==> config.mk <==
export PLATFORM = sky130hd
export DESIGN_NAME = container_unpack_crc_check
export DESIGN_NICKNAME = d
export VERILOG_FILES = /design/src/rtl/core/cuc_pkg.sv /design/src/rtl/core/cuc_front.sv /design/src/rtl/core/cuc_queue.sv /design/src/rtl/core/cuc_back.sv /design/src/rtl/core/container_unpack_crc_check.sv
export SDC_FILE = /design/constraint.sdc
export NUM_CORES = 1
export LEC_CHECK = 0
export ABC_AREA = 0
export BUFFER_PORTS_ARGS = -buffer_cell sky130_fd_sc_hd__buf_4
export CORE_MARGIN = 1
export CORE_UTILIZATION = 30
export DETAILED_ROUTE_END_ITERATION = 10
export SYNTH_ARGS = -nofsm -noshare
export SYNTH_HDL_FRONTEND = slang
export SYNTH_SLANG_ARGS = --single-unit
==> constraint.sdc <==
create_clock -name i_clk -period 6.47 [get_ports i_clk]
set_input_delay 0.3235 -clock i_clk [delete_from_list [all_inputs] [get_ports i_clk]]
set_output_delay 0.3235 -clock i_clk [all_outputs]
set_load 0.005 [all_outputs]
==> src/rtl/core/cuc_pkg.sv <==
`default_nettype none
package cuc_pkg;

    // Input transaction: one stream byte and its end marker
    typedef struct packed {
        logic [7:0] in_byte;
        logic       end_of_input;
    } t_in_item;

    // Output transaction: one result per input byte
    typedef struct packed {
        logic [7:0] out_byte;
        logic       out_valid;
        logic [2:0] status;
        logic       done_res;
    } t_out_item;

    // Status codes
    localparam logic [2:0] ST_BUSY    = 3'd0;
    localparam logic [2:0] ST_OK      = 3'd1;
    localparam logic [2:0] ST_BAD_SIG = 3'd2;
    localparam logic [2:0] ST_BAD_VER = 3'd3;
    localparam logic [2:0] ST_CRC_ERR = 3'd4;
    localparam logic [2:0] ST_TRUNC   = 3'd5;

    // CRC-32 constants (reflected form)
    localparam logic [31:0] CRC_POLY = 32'hEDB8_8320;
    localparam logic [31:0] CRC_ONES = 32'hFFFF_FFFF;

    // Classified byte, passed from the parser to the checking back end
    typedef struct packed {
        logic [7:0] data;
        logic       is_payload;
        logic       do_check;
        logic       do_reject;
        logic [2:0] code;
    } t_cmd;

    // Expected CRC as captured from the header
    typedef struct packed {
        logic        present;
        logic [31:0] expected;
    } t_chk_info;

    // Container signature, one byte per position
    function automatic logic [7:0] sig_byte(input logic [2:0] idx);
        logic [7:0] v;
        case (idx)
            3'd0:    v = 8'h4F;
            3'd1:    v = 8'h54;
            3'd2:    v = 8'h49;
            3'd3:    v = 8'h4B;
            3'd4:    v = 8'h56;
            3'd5:    v = 8'h31;
            default: v = 8'h00;
        endcase
        return v;
    endfunction

endpackage
`default_nettype wire

==> src/rtl/core/cuc_front.sv <==
`default_nettype none
module cuc_front (
    input  wire                   i_clk,
    input  wire                   i_rst_n,
    input  wire                   i_accept,
    input  cuc_pkg::t_in_item     i_item,
    output cuc_pkg::t_cmd         o_cmd,
    output cuc_pkg::t_chk_info    o_chk
);
    import cuc_pkg::*;

    localparam logic [3:0] PH_SIG     = 4'd0;
    localparam logic [3:0] PH_VMAJ    = 4'd1;
    localparam logic [3:0] PH_VMIN    = 4'd2;
    localparam logic [3:0] PH_COMP    = 4'd3;
    localparam logic [3:0] PH_PROT    = 4'd4;
    localparam logic [3:0] PH_SIZE    = 4'd5;
    localparam logic [3:0] PH_EXTRA   = 4'd6;
    localparam logic [3:0] PH_CRC     = 4'd7;
    localparam logic [3:0] PH_SKIP    = 4'd8;
    localparam logic [3:0] PH_PAYLOAD = 4'd9;
    localparam logic [3:0] PH_DONE    = 4'd10;

    logic [3:0]  r_phase, n_phase;
    logic [2:0]  r_idx, n_idx;
    logic [63:0] r_size, n_size;
    logic [31:0] r_extra, n_extra;
    logic [31:0] r_expected, n_expected;
    logic        r_present, n_present;

    logic [7:0]  b;
    logic [31:0] extra_full;
    logic [31:0] extra_less;
    logic [63:0] size_less;
    logic        v_check;
    logic        v_reject;
    logic [2:0]  v_code;

    assign b          = i_item.in_byte;
    assign extra_full = {b, r_extra[23:0]};
    assign extra_less = r_extra - 32'd4;
    assign size_less  = r_size - 64'd1;

    // Parse the header and classify each byte
    always_comb begin
        n_phase    = r_phase;
        n_idx      = r_idx;
        n_size     = r_size;
        n_extra    = r_extra;
        n_expected = r_expected;
        n_present  = r_present;
        v_check    = 1'b0;
        v_reject   = 1'b0;
        v_code     = ST_BUSY;

        case (r_phase)
            PH_SIG: begin
                if (b != sig_byte(r_idx)) begin
                    v_reject = 1'b1;
                    v_code   = ST_BAD_SIG;
                end else if (r_idx == 3'd5) begin
                    n_idx   = 3'd0;
                    n_phase = PH_VMAJ;
                end else begin
                    n_idx = r_idx + 3'd1;
                end
            end
            PH_VMAJ: begin
                if (b == 8'd0) begin
                    v_reject = 1'b1;
                    v_code   = ST_BAD_VER;
                end else begin
                    n_phase = PH_VMIN;
                end
            end
            PH_VMIN: begin
                n_idx   = 3'd0;
                n_phase = PH_COMP;
            end
            PH_COMP, PH_PROT: begin
                if (r_idx == 3'd1) begin
                    n_idx   = 3'd0;
                    n_phase = (r_phase == PH_COMP) ? PH_PROT : PH_SIZE;
                end else begin
                    n_idx = r_idx + 3'd1;
                end
            end
            PH_SIZE: begin
                n_size[{r_idx, 3'b000} +: 8] = b;
                if (r_idx == 3'd7) begin
                    n_idx   = 3'd0;
                    n_phase = PH_EXTRA;
                end else begin
                    n_idx = r_idx + 3'd1;
                end
            end
            PH_EXTRA: begin
                n_extra[{r_idx[1:0], 3'b000} +: 8] = b;
                if (r_idx == 3'd3) begin
                    n_idx = 3'd0;
                    if (extra_full >= 32'd4) begin
                        n_present = 1'b1;
                        n_phase   = PH_CRC;
                    end else if (extra_full != 32'd0) begin
                        n_phase = PH_SKIP;
                    end else if (r_size == 64'd0) begin
                        v_check = 1'b1;
                    end else begin
                        n_phase = PH_PAYLOAD;
                    end
                end else begin
                    n_idx = r_idx + 3'd1;
                end
            end
            PH_CRC: begin
                n_expected[{r_idx[1:0], 3'b000} +: 8] = b;
                if (r_idx == 3'd3) begin
                    n_idx   = 3'd0;
                    n_extra = extra_less;
                    if (extra_less != 32'd0) begin
                        n_phase = PH_SKIP;
                    end else if (r_size == 64'd0) begin
                        v_check = 1'b1;
                    end else begin
                        n_phase = PH_PAYLOAD;
                    end
                end else begin
                    n_idx = r_idx + 3'd1;
                end
            end
            PH_SKIP: begin
                n_extra = r_extra - 32'd1;
                if (r_extra == 32'd1) begin
                    if (r_size == 64'd0) begin
                        v_check = 1'b1;
                    end else begin
                        n_phase = PH_PAYLOAD;
                    end
                end
            end
            PH_PAYLOAD: begin
                n_size = size_less;
                if (size_less == 64'd0) begin
                    v_check = 1'b1;
                end
            end
            default: begin
            end
        endcase

        // Close the stream on an end marker that the byte itself did not settle
        if (i_item.end_of_input && !v_check && !v_reject && (r_phase != PH_DONE)) begin
            if (n_phase == PH_PAYLOAD) begin
                v_check = 1'b1;
            end else begin
                v_reject = 1'b1;
                v_code   = ST_TRUNC;
            end
        end

        if (v_check || v_reject) begin
            n_phase = PH_DONE;
        end
    end

    // Hand the classified transaction to the queue
    always_comb begin
        o_cmd.data       = b;
        o_cmd.is_payload = (r_phase == PH_PAYLOAD);
        o_cmd.do_check   = v_check;
        o_cmd.do_reject  = v_reject;
        o_cmd.code       = v_code;
    end

    assign o_chk.present  = r_present;
    assign o_chk.expected = r_expected;

    // Advance the parser on each accepted transaction
    always_ff @(posedge i_clk) begin
        if (!i_rst_n) begin
            r_phase   <= PH_SIG;
            r_idx     <= 3'd0;
            r_present <= 1'b0;
        end else if (i_accept) begin
            r_phase   <= n_phase;
            r_idx     <= n_idx;
            r_present <= n_present;
        end
    end

    always_ff @(posedge i_clk) begin
        if (i_accept) begin
            r_size     <= n_size;
            r_extra    <= n_extra;
            r_expected <= n_expected;
        end
    end

endmodule
`default_nettype wire

==> src/rtl/core/cuc_queue.sv <==
`default_nettype none
module cuc_queue (
    input  wire           i_clk,
    input  wire           i_rst_n,
    input  wire           i_push,
    input  cuc_pkg::t_cmd i_cmd,
    output logic          o_full,
    output logic          o_valid,
    input  wire           i_pop,
    output cuc_pkg::t_cmd o_cmd
);
    import cuc_pkg::*;

    t_cmd       r_mem [2];
    logic       r_wr;
    logic       r_rd;
    logic [1:0] r_count;

    assign o_full  = (r_count == 2'd2);
    assign o_valid = (r_count != 2'd0);
    assign o_cmd   = r_mem[r_rd];

    // Track fill level and pointers
    always_ff @(posedge i_clk) begin
        if (!i_rst_n) begin
            r_wr    <= 1'b0;
            r_rd    <= 1'b0;
            r_count <= 2'd0;
        end else begin
            if (i_push) begin
                r_wr <= ~r_wr;
            end
            if (i_pop) begin
                r_rd <= ~r_rd;
            end
            if (i_push && !i_pop) begin
                r_count <= r_count + 2'd1;
            end else if (!i_push && i_pop) begin
                r_count <= r_count - 2'd1;
            end
        end
    end

    // Store the entry
    always_ff @(posedge i_clk) begin
        if (i_push) begin
            r_mem[r_wr] <= i_cmd;
        end
    end

endmodule
`default_nettype wire

==> src/rtl/core/cuc_back.sv <==
`default_nettype none
module cuc_back (
    input  wire                  i_clk,
    input  wire                  i_rst_n,
    input  wire                  i_valid,
    output logic                 o_pop,
    input  cuc_pkg::t_cmd        i_cmd,
    input  cuc_pkg::t_chk_info   i_chk,
    output logic                 o_out_valid,
    input  wire                  i_out_stall,
    output cuc_pkg::t_out_item   o_out_data
);
    import cuc_pkg::*;

    logic [31:0] r_crc, n_crc;
    logic [2:0]  r_final, n_final;
    logic        r_done, n_done;
    logic        r_out_valid;
    t_out_item   r_out_data, n_out_data;

    // Reflected CRC-32 over one byte, one bit per step
    function automatic logic [31:0] crc_byte(input logic [31:0] c_in, input logic [7:0] d);
        logic [31:0] c;
        c = c_in ^ {24'd0, d};
        for (int k = 0; k < 8; k++) begin
            c = c[0] ? (CRC_POLY ^ (c >> 1)) : (c >> 1);
        end
        return c;
    endfunction

    // Take from the queue whenever the output register is free or draining
    assign o_pop = i_valid && (!r_out_valid || !i_out_stall);

    // Update the CRC and settle the verdict
    always_comb begin
        n_crc   = i_cmd.is_payload ? crc_byte(r_crc, i_cmd.data) : r_crc;
        n_final = r_final;
        n_done  = r_done;
        if (i_cmd.do_reject) begin
            n_final = i_cmd.code;
            n_done  = 1'b1;
        end else if (i_cmd.do_check) begin
            n_final = (i_chk.present && ((n_crc ^ CRC_ONES) != i_chk.expected))
                      ? ST_CRC_ERR : ST_OK;
            n_done  = 1'b1;
        end
        n_out_data.out_byte  = i_cmd.is_payload ? i_cmd.data : 8'd0;
        n_out_data.out_valid = i_cmd.is_payload;
        n_out_data.status    = n_done ? n_final : ST_BUSY;
        n_out_data.done_res  = n_done;
    end

    always_ff @(posedge i_clk) begin
        if (!i_rst_n) begin
            r_crc       <= CRC_ONES;
            r_final     <= ST_BUSY;
            r_done      <= 1'b0;
            r_out_valid <= 1'b0;
        end else if (o_pop) begin
            r_crc       <= n_crc;
            r_final     <= n_final;
            r_done      <= n_done;
            r_out_valid <= 1'b1;
        end else if (!i_out_stall) begin
            r_out_valid <= 1'b0;
        end
    end

    // Hold the result until it is taken
    always_ff @(posedge i_clk) begin
        if (o_pop) begin
            r_out_data <= n_out_data;
        end
    end

    assign o_out_valid = r_out_valid;
    assign o_out_data  = r_out_data;

endmodule
`default_nettype wire

==> src/rtl/core/container_unpack_crc_check.sv <==
// Each accepted input transaction is stored in the queue, then registered in the output
// register, from which its result is offered until it is taken.
// Throughput: one transaction per cycle while i_out_stall is low; the CRC byte update,
// the 64-bit size count and the header parse each handle a whole byte at once.
// A two-entry queue parts the header parser from the CRC back end.
// Reset (i_rst_n low, synchronous): parser to signature phase, CRC to all ones,
// queue and output register emptied.
`default_nettype none
module container_unpack_crc_check (
    input  wire                 i_clk,
    input  wire                 i_rst_n,
    input  wire                 i_in_valid,
    output logic                o_in_stall,
    input  cuc_pkg::t_in_item   i_in_data,
    output logic                o_out_valid,
    input  wire                 i_out_stall,
    output cuc_pkg::t_out_item  o_out_data
);
    import cuc_pkg::*;

    logic      accept;
    logic      q_full;
    logic      q_valid;
    logic      q_pop;
    t_cmd      f_cmd;
    t_cmd      q_cmd;
    t_chk_info chk;

    assign o_in_stall = q_full;
    assign accept     = i_in_valid && !q_full;

    cuc_front u_front (
        .i_clk    (i_clk),
        .i_rst_n  (i_rst_n),
        .i_accept (accept),
        .i_item   (i_in_data),
        .o_cmd    (f_cmd),
        .o_chk    (chk)
    );

    cuc_queue u_queue (
        .i_clk   (i_clk),
        .i_rst_n (i_rst_n),
        .i_push  (accept),
        .i_cmd   (f_cmd),
        .o_full  (q_full),
        .o_valid (q_valid),
        .i_pop   (q_pop),
        .o_cmd   (q_cmd)
    );

    cuc_back u_back (
        .i_clk       (i_clk),
        .i_rst_n     (i_rst_n),
        .i_valid     (q_valid),
        .o_pop       (q_pop),
        .i_cmd       (q_cmd),
        .i_chk       (chk),
        .o_out_valid (o_out_valid),
        .i_out_stall (i_out_stall),
        .o_out_data  (o_out_data)
    );

endmodule
`default_nettype wire

==> results of run 1 <==
==> sequential cells by signal, indices dropped and copies added (netlist names), named ones only <==
signal and cells:
u_front.r_idx 3, u_back.o_out_valid 1, u_back.r_final 3, u_queue.r_mem 28, u_back.o_out_data 13, u_front.r_extra 32
u_front.r_phase 4, u_queue.r_wr 1, u_queue.r_count 2, u_front.r_size 64, u_front.r_present 1, u_queue.r_rd 1
u_front.r_expected 32, u_back.r_done 1, u_back.r_crc 32
==> routing by layer <==
metal / vias up / global-route usage
li1: 5673 / -
met1: 6113 / 0.287
met2: 598 / 0.280
met3: 62 / 0.0266
met4: 0 / 0.0484
met5: - / 0
==> through the flow <==
stage	setup WS (ns)	power (W)	utilization	instances	hold WS, ns
floorplan	2.94	0.00452	-	1512	0.422
global placement	2.15	0.00539	0.319	2083	0.460
finish	2.02	0.00691	0.337	2132	0.0394
global route	1.72	0.00725	0.337	2131	0.0257
CTS	2.10	0.00690	0.337	2131	0.0115
detailed placement	2.13	0.00538	0.319	2083	0.468
==> worst max path at each step <==
stage	start	end	cells after the start
floorplan	u_front.r_extra[3]$_DFFE_PP_	u_queue.r_mem[0][0]$_DFFE_PP_	12
detailed placement	flip-flop	u_back.o_out_data[3]$_SDFFCE_PN0P_	10
CTS	flip-flop	u_back.o_out_data[3]$_SDFFCE_PN0P_	10
finish	u_front.r_extra[2]$_DFFE_PP_	u_queue.r_mem[1][0]$_DFFE_PP_	12
global placement	u_front.r_extra[2]$_DFFE_PP_	u_queue.r_mem[0][0]$_DFFE_PP_	12
global route	u_front.r_extra[2]$_DFFE_PP_	u_queue.r_mem[1][0]$_DFFE_PP_	11
==> kinds of logic (layout without fill, tap and decap cells) <==
| logic type | Yosys count | after routing | synth area share |
|---|---|---|---|
| AOI/OAI and AO/OA | 361 | 361 | 0.165 |
| muxes | 17 | 17 | 0.0119 |
| and+or+nand+nor | 585 | 585 | 0.208 |
| xor gates and xnor gates | 193 | 193 | 0.145 |
| other | 0 | 1 | 0 |
| buffers and inverters | 116 | 120 | 0.0310 |
| adders and majority gates | 21 | 21 | 0.0182 |
| DFF | 219 | 219 | 0.421 |
==> placed cells by master (no fill, tap or decap), types with 23 or more instances in the layout <==
cell       netlist  layout
nor4_1          38      38
inv_1           32      32
xnor2_1         92      92
nor3_1          45      43
a21oi_1         68      68
o21ai_0         71      71
clkbuf_16        0      26
nand3_1         45      45
nand4_1         23      23
edfxtp_1       169     169
o211ai_1        33      33
nand2_1        151     149
buf_4            2      37
dfxtp_1         50      50
nor2_1         135     135
xor2_1          68      68
o22ai_1         66      66
or3_1           24      24
==> worst max-delay path: stages (launching register included) <==
cell and delay [ns]:
edfxtp_1 0.50, inv_1 0.12, ha_1 0.24, nor3b_1 0.58, nand4_1 0.41, o41ai_1 0.44
o221ai_1 0.18, or4_1 0.59, nor3_1 0.36, nor3b_1 0.16, o2111ai_1 0.32, nand3_1 0.18
o41ai_1 0.13
==> final cells by class <==
class	count	area [um^2]
timing repair buffer	37	278
antenna	1	2.50
multi-input combinational	1177	7950
inverter	35	131
clock buffer	27	654
fill	4865	31600
tap	615	769
clock inverter	21	215
sequential	219	6080
==> power by group <==
group | switching, W | internal, W
sequential | 0.000252 | 0.00175
combinational | 0.00184 | 0.00157
clock | 0.000645 | 0.000862
total | 0.00274 | 0.00418
==> flow_summary_export.csv, run 1 <==
group,metric,value,unit
outcome,outcome,"completed",
clock_network,cts_tree,"done",
worst_hold_path,hold_path.class,"primary input to flip-flop",
worst_hold_path,min-delay-start,"i_in_data[2]",
yosys,synth.most_common_cell,"edfxtp_1",
clock_network,postCtsSetupRepairBufs,0,
timing,slew_headroom,0.266,
yosys,async_reset_ff_frac,0,
floorplanning,coreArea,0.0476,mm^2
drt,viasPerCell,5.84,
yosys,synth_top_cell_by_area,"edfxtp_1",
drt,highest_layer,"met4",
yosys,syn-num-nets,1546,
cells_and_area,nNetsFinal,1530,
timing,clock.fmax,225,MHz
drt,wl_met2,20500,um
timing,tightest_slew,1.10,ns
timing,setup_viol_count_final,0,
floorplanning,dieArea,0.0490,mm^2
clock_network,cts_buffers,26,
yosys,synth_ff_type,"edfxtp_1",
worst_setup_path,cp_max_fo,8,
drt,ant_nets,0,
placement,place_area,0.0152,mm^2
power_and_ir_drop,leakagePower,5.19,nW
yosys,synth-edff-count,169,
timing,skew,0.0310,ns
clock_network,clock_path_buffers,3,
timing,hold_violations,0,
placement,gp_congestion,0.962,
floorplanning,fp.dieW,221,um
drt,dr_wl_met3,4120,um
timing,slew_viol_final,0,
floorplanning,rows,80,
yosys,ys_top_cells_by_count,"edfxtp_1 (169), nand2_1 (151), nor2_1 (135)",
placement,io_buffers,27,
clock_network,clk_latency,0.57,ns
worst_setup_path,r2r_setup_slack,2.02,ns
placement,dpl.hpwl,34100,um
timing,period_minus_slack,4.45,ns
worst_setup_path,worstSetupStartpointType,"flip-flop",
worst_setup_path,crit_type,"flip-flop to flip-flop",
cells_and_area,drive_gt1_frac,0.0825,
global_routing,grt_pass1_vias,11400,
worst_setup_path,worstPathArrival,4.77,ns
worst_setup_path,end_kind,"flip-flop",
global_routing,antenna_found_initial,0,
clock_network,path_clk_slew,0.07,ns
global_routing,gr-total-overflow,0,
yosys,ys_types,87,
cells_and_area,area_growth,11.3,%
global_routing,grt_usage,0.189,
power_and_ir_drop,peakVddDrop,0.245,mV
worst_setup_path,reg2reg_depth,12,
worst_hold_path,whs_path_depth,1,
run,cap_violations,0,
drt,drtIter0Drc,1582,
timing,setup_tns,0,ns
global_routing,grt_max_degree,78,
yosys,yosys-top-cells-area,"edfxtp_1 (35%), dfxtp_1 (6.9%), xnor2_1 (5.6%), xor2_1 (4.1%), nand2_1 (3.9%)",
yosys,yosysTopAreaCellShare,0.351,
clock_network,clockRootBuffer,"clkbuf_16",
clock_network,post_cts_resized,0,
yosys,synth_seq_cells,219,
timing,rsz0062_at_grt,"no",
global_routing,grt_pass1_wl,72300,um
floorplanning,die_h,221,um
drt,vias,12400,
yosys,syn_area,0.0144,mm^2
worst_hold_path,holdPathEnd,"u_queue.r_mem[0][7]$_DFFE_PP_",
yosys,syn_area_per_cell,9.56,um^2
worst_setup_path,timing.rr.start,"u_front.r_extra[2]$_DFFE_PP_",
clock_network,h-tree-depth,1,
yosys,yosys_warnings,0,
floorplanning,ioPinCount,28,
clock_network,postCtsHoldBufs,0,
drt,first_pass_iters,6,
drt,drt-total-wl,47600,um
cells_and_area,postLayoutCellArea,0.0161,mm^2
drt,met1Wirelength,22000,um
worst_setup_path,crit_required,6.79,ns
yosys,ys_seq_area_frac,0.421,
worst_setup_path,rr_endpoint,"u_queue.r_mem[1][0]$_DFFE_PP_",
drt,drc,0,
clock_network,numClockSinks,219,
power_and_ir_drop,power_density,430,mW/mm^2
floorplanning,initial_core_util,0.303,
timing,period_share,0.688,
yosys,netlist_instances,1512,
drt,drt-wirelength-per-cell,22.3,um
Note: power is estimated with default switching activity, not from simulation.
==> run 2: changes to the inputs <==
==> constraint.sdc (replaced) <==
create_clock -name i_clk -period 4.3 [get_ports i_clk]
set_input_delay 0.215 -clock i_clk [delete_from_list [all_inputs] [get_ports i_clk]]
set_output_delay 0.215 -clock i_clk [all_outputs]
set_load 0.005 [all_outputs]
==> run 2 against run 1 <==
  * Combinational power is 58% higher
  * Non-clock buffer count is 47 higher
  * Sequential cell count stayed put
  * Register-to-register slack worse by 1.8 ns
  * Utilization is 0.86 points higher
  * Clock power is 56% higher
  * Largest cell class unchanged
  * Clock skew is 0.0055 ns lower
  * Design area is 2.6% higher
  * Fmax is 9.3% higher
  * Critical path depth is 2 lower
  * Clock-buffer cell count is 6 higher
  * Routed wire length is 1.1% higher
==> flow_summary_export.csv, run 2 (synthesis results as in run 1) <==
group,metric,value,unit
power_and_ir_drop,power_density,647,mW/mm^2
clock_network,h-tree-depth,1,
timing,tightest_slew,1.11,ns
outcome,outcome,"completed",
timing,hold_slack,0.0978,ns
worst_setup_path,worstPathArrival,4.38,ns
floorplanning,coreArea,0.0476,mm^2
worst_setup_path,worstSetupStartpointType,"flip-flop",
clock_network,postCtsSetupRepairBufs,0,
worst_setup_path,crit_required,4.61,ns
placement,place_area,0.0155,mm^2
global_routing,grt_usage,0.191,
global_routing,gr-total-overflow,0,
worst_setup_path,cp_common_cell,"nand3_1",
placement,place_ws,0.321,ns
timing,layout_setup_ws,0.227,ns
power_and_ir_drop,finalPower,0.0107,W
floorplanning,rows,80,
clock_network,clk_latency,0.57,ns
clock_network,post_cts_resized,0,
drt,vias,12500,
floorplanning,initial_core_util,0.303,
floorplanning,fp.dieW,221,um
cells_and_area,largest_reg_flops,64,
drt,viasPerCell,5.75,
floorplanning,dieArea,0.0490,mm^2
worst_setup_path,crit_chain,"nor4_1 > and4b_1 > nand2_1 > or4_1 > o31ai_1 > nand3_1 > nor4_2 > a2bb2oi_2 > nand3_1 > o41ai_1",
timing,period_share,0.947,
global_routing,grt_pass1_vias,11700,
timing,clock.fmax,246,MHz
drt,drtIter0Drc,1270,
power_and_ir_drop,peakVddDrop,0.385,mV
clock_network,clock_path_buffers,3,
clock_network,path_clk_slew,0.06,ns
placement,io_buffers,27,
cells_and_area,drive_gt1_frac,0.106,
timing,setup_viol_count_final,0,
timing,period_minus_slack,4.07,ns
floorplanning,ioPinCount,28,
floorplanning,die_h,221,um
timing,rsz0062_at_grt,"no",
worst_setup_path,reg2reg_depth,10,
worst_hold_path,min-delay-start,"i_rst_n",
worst_hold_path,whs_path_depth,2,
clock_network,cts_tree,"done",
global_routing,grt_pass1_wl,72700,um
worst_setup_path,crit_type,"flip-flop to flip-flop",
cells_and_area,postLayoutCellArea,0.0165,mm^2
worst_setup_path,rr_endpoint,"u_queue.r_mem[0][0]$_DFFE_PP_",
worst_setup_path,cp_max_fo,6,
timing,hold_violations,0,
cells_and_area,area_growth,14.1,%
drt,ant_nets,0,
power_and_ir_drop,leakagePower,5.45,nW
worst_setup_path,slowest_delay,0.84,ns
timing,skew,0.0255,ns
clock_network,clockRootBuffer,"clkbuf_16",
cells_and_area,final_cell_mix,"edfxtp_1 (169), nand2_1 (149), nor2_1 (135)",
worst_setup_path,cp_slowest_cell,"nor4_1",
run,cap_violations,0,
timing,slew_headroom,0.259,
cells_and_area,final_common_cell,"edfxtp_1",
drt,drc,0,
clock_network,postCtsHoldBufs,9,
global_routing,antenna_found_initial,1,
worst_setup_path,r2r_setup_slack,0.23,ns
worst_setup_path,end_kind,"flip-flop",
timing,slew_viol_final,0,
drt,drt-wirelength-per-cell,22.1,um
clock_network,numClockSinks,219,
cells_and_area,largest-register,"u_front.r_size",
cells_and_area,nNetsFinal,1577,
worst_hold_path,hold_path.class,"primary input to flip-flop",
worst_hold_path,holdPathEnd,"u_back.r_crc[15]$_SDFFE_PN1P_",
global_routing,grt_max_degree,78,
drt,drt-total-wl,48100,um
placement,dpl.hpwl,34200,um
timing,setup_tns,0,ns
drt,first_pass_iters,5,
worst_setup_path,timing.rr.start,"u_front.r_size[14]$_DFFE_PP_",
placement,gp_congestion,0.932,
clock_network,cts_buffers,26,
## run 2: worst max path at each step
stage	slack [ns]	cells after the start	startpoint	endpoint
6_report	0.23	10	u_front.r_size[14]$_DFFE_PP_	u_queue.r_mem[0][0]$_DFFE_PP_
5_1_grt	0.05	12	u_front.r_extra[1]$_DFFE_PP_	u_queue.r_mem[0][0]$_DFFE_PP_
3_5_place_dp	0.32	12	u_front.r_extra[1]$_DFFE_PP_	u_queue.r_mem[0][0]$_DFFE_PP_
2_1_floorplan	0.77	12	u_front.r_extra[3]$_DFFE_PP_	u_queue.r_mem[0][0]$_DFFE_PP_
3_3_place_gp	0.35	12	u_front.r_extra[1]$_DFFE_PP_	u_queue.r_mem[0][0]$_DFFE_PP_
4_1_cts	0.31	12	u_front.r_extra[1]$_DFFE_PP_	u_queue.r_mem[0][0]$_DFFE_PP_
## run 2: area by class of cell
cell class                 count  area [um^2]
antenna                        1         2.50
tap                          615          769
sequential                   219         6080
clock inverter                15          209
inverter                      35          131
multi-input combinational   1177         7950
fill                        4819        31200
clock buffer                  33          697
timing repair buffer          84          653
## run 2: where the power goes
group          leakage (nW)  switching [W]  internal [W]
Sequential             1.88       0.000309       0.00263
Clock                 0.433       0.000951       0.00140
Combinational          3.14        0.00284       0.00254
Total                  5.45        0.00410       0.00657
## run 2: through the flow
step / utilization / std cells
floorplan: - / 1512
detailed placement: 0.325 / 2121
global placement: 0.325 / 2121
global route: 0.346 / 2178
CTS: 0.346 / 2178
finish: 0.346 / 2179
## run 2: layer usage
layer | vias to the layer above | wire length (um) | share of wire | global-route usage
met3 | 100 | 3890 | 0.081 | 0.0242
met2 | 589 | 21000 | 0.44 | 0.288
li1 | 5759 | - | - | -
met5 | - | 0 | 0 | 0
met1 | 6092 | 21500 | 0.45 | 0.276
met4 | 0 | 1760 | 0.037 | 0.0733
## run 2: worst max-delay path, delay by kind of cell, from the launching register on
kind               cells  cell delay (ns)
AOI/OAI and AO/OA      3             0.58
DFF                    1             0.49
and+or+nand+nor        7             2.74
==> run 3: changes to the inputs <==
--- a/config.mk
+++ b/config.mk
@@ -7,9 +7,11 @@
 export LEC_CHECK = 0
 export ABC_AREA = 0
 export BUFFER_PORTS_ARGS = -buffer_cell sky130_fd_sc_hd__buf_4
+export CORE_ASPECT_RATIO = 0.75
 export CORE_MARGIN = 1
 export CORE_UTILIZATION = 30
 export DETAILED_ROUTE_END_ITERATION = 10
+export SLEW_MARGIN = 0
 export SYNTH_ARGS = -nofsm -noshare
 export SYNTH_HDL_FRONTEND = slang
 export SYNTH_SLANG_ARGS = --single-unit
==> run 3 against run 2 <==
  * Register-to-register slack better by 0.08 ns
  * Global-route usage decreased by 0.096 points
  * Setup slack better by 0.081 ns
  * Non-clock buffer count up 4
  * Fmax is 2.0% higher
  * Critical endpoint is now u_queue.r_mem[1][0]$_DFFE_PP_
  * Largest power group unchanged
  * Highest routed layer is now met5
==> flow_summary_export.csv, run 3 (synthesis results as in run 1) <==
group,metric,value,unit
drt,met1Wirelength,22500,um
cells_and_area,drive_gt1_frac,0.106,
drt,drt-total-wl,47400,um
drt,wl_met2,18000,um
run,cap_violations,0,
clock_network,cts_buffers,24,
worst_setup_path,cp_max_fo,7,
worst_setup_path,end_kind,"flip-flop",
floorplanning,coreArea,0.0475,mm^2
worst_hold_path,whs_path_depth,2,
timing,period_share,0.928,
cells_and_area,nNetsFinal,1579,
floorplanning,ioPinCount,28,
timing,setup_viol_count_final,0,
drt,ant_nets,0,
cells_and_area,num_antenna_cells,0,
power_and_ir_drop,peakVddDrop,0.433,mV
outcome,outcome,"completed",
clock_network,clockRootBuffer,"clkbuf_16",
placement,place_ws,0.165,ns
clock_network,clock_path_buffers,3,
drt,drc,0,
global_routing,grt_usage,0.190,
timing,period_minus_slack,3.99,ns
drt,vias,12600,
floorplanning,dieArea,0.0491,mm^2
clock_network,h-tree-depth,1,
timing,clock.fmax,250,MHz
timing,slew_headroom,0.299,
cells_and_area,utilization,0.346,
drt,highest_layer,"met5",
timing,rsz0062_at_grt,"no",
clock_network,clk_latency,0.56,ns
drt,dr_wl_met3,5630,um
cells_and_area,final_common_cell,"edfxtp_1",
placement,dpl.hpwl,34200,um
timing,tightest_slew,1.05,ns
drt,first_pass_iters,6,
worst_setup_path,crit_type,"flip-flop to flip-flop",
cells_and_area,final_cell_mix,"edfxtp_1 (169), nand2_1 (149), nor2_1 (135)",
worst_hold_path,hold_path.class,"primary input to flip-flop",
cells_and_area,area_growth,13.8,%
cells_and_area,largest_reg_flops,64,
global_routing,grt_pass1_vias,11700,
clock_network,numClockSinks,219,
floorplanning,initial_core_util,0.304,
global_routing,grt_max_degree,78,
power_and_ir_drop,leakagePower,5.41,nW
floorplanning,die_h,192,um
global_routing,gr-total-overflow,0,
floorplanning,rows,69,
timing,slew_viol_final,0,
placement,gp_congestion,0.956,
timing,skew,0.0293,ns
worst_setup_path,worstSetupStartpointType,"flip-flop",
clock_network,path_clk_slew,0.07,ns
timing,layout_setup_ws,0.308,ns
drt,viasPerCell,5.71,
worst_setup_path,crit_required,4.63,ns
worst_setup_path,worstPathArrival,4.32,ns
placement,io_buffers,27,
power_and_ir_drop,power_density,638,mW/mm^2
clock_network,cts_tree,"done",
drt,drtIter0Drc,1642,
timing,setup_tns,0,ns
global_routing,antenna_found_initial,0,
drt,drt-wirelength-per-cell,21.5,um
timing,hold_violations,0,
worst_setup_path,reg2reg_depth,12,
floorplanning,fp.dieW,255,um
cells_and_area,largest-register,"u_front.r_size",
global_routing,grt_pass1_wl,72200,um
-- run 3: path summary, 6_finish.rpt --
| kind | endpoint | from | slack (ns) |
|---|---|---|---|
| max | u_queue.r_mem[1][0]$_DFFE_PP_ | u_front.r_extra[0]$_DFFE_PP_ | 0.31 |
| min | u_back.r_crc[14]$_SDFFE_PN1P_ | i_rst_n | 0.11 |
| max reg2reg | u_queue.r_mem[1][0]$_DFFE_PP_ | u_front.r_extra[0]$_DFFE_PP_ | 0.31 |
| min reg2reg | u_front.r_present$_SDFFE_PN0P_ | u_front.r_present$_SDFFE_PN0P_ | 0.49 |
-- run 3: repair_timing --
item / CTS / global route
hold endpoints to repair: 17 / 0
setup buffers: 0 / 2
gates resized for setup: 0 / 3
setup endpoints to repair: 0 / 8
hold buffers: 9 / 0
-- run 3: worst max-delay path: stages (launching register included) --
cell and delay [ns]:
edfxtp_1 0.48, inv_1 0.12, ha_1 0.23, or4bb_1 0.46
or4_1 0.49, a211oi_1 0.24, nand4_1 0.13, or4_1 0.62
or2_2 0.31, a211o_1 0.28, o2111ai_1 0.15, nand3_2 0.14
o41ai_1 0.11
-- run 3: power by group --
group	internal (W)	total [W]	switching (W)	leakage (nW)
Sequential	0.00263	0.00298	0.000347	1.88
Combinational	0.00252	0.00543	0.00291	3.17
Clock	0.00117	0.00208	0.000910	0.372
Total	0.00631	0.0105	0.00417	5.41
-- run 3: cell type report --
type	count	area [um^2]
Clock inverter	16	148
Fill cell	4845	31000
Tap cell	639	800
Clock buffer	28	626
Timing Repair Buffer	88	683
Sequential cell	219	6080
Multi-Input combinational cell	1177	7970
Inverter	35	131
-- run 3: metrics by stage --
| step | total power, W | hold slack (ns) | area [um^2] | cells |
|---|---|---|---|---|
| floorplan | 0.00680 | 0.314 | 14400 | 1512 |
| global placement | 0.00827 | 0.466 | 15500 | 2147 |
| global route | 0.0110 | 0.149 | 16400 | 2202 |
| detailed placement | 0.00828 | 0.477 | 15500 | 2147 |
| CTS | 0.0104 | 0.0883 | 16400 | 2200 |
| finish | 0.0105 | 0.113 | 16400 | 2202 |
-- run 3: routing by layer --
| layer | vias to the layer above | track usage |
|---|---|---|
| met2 | 675 | 0.254 |
| met5 | - | 0.0169 |
| met3 | 85 | 0.0569 |
| met4 | 3 | 0.0419 |
| li1 | 5763 | - |
| met1 | 6052 | 0.289 |
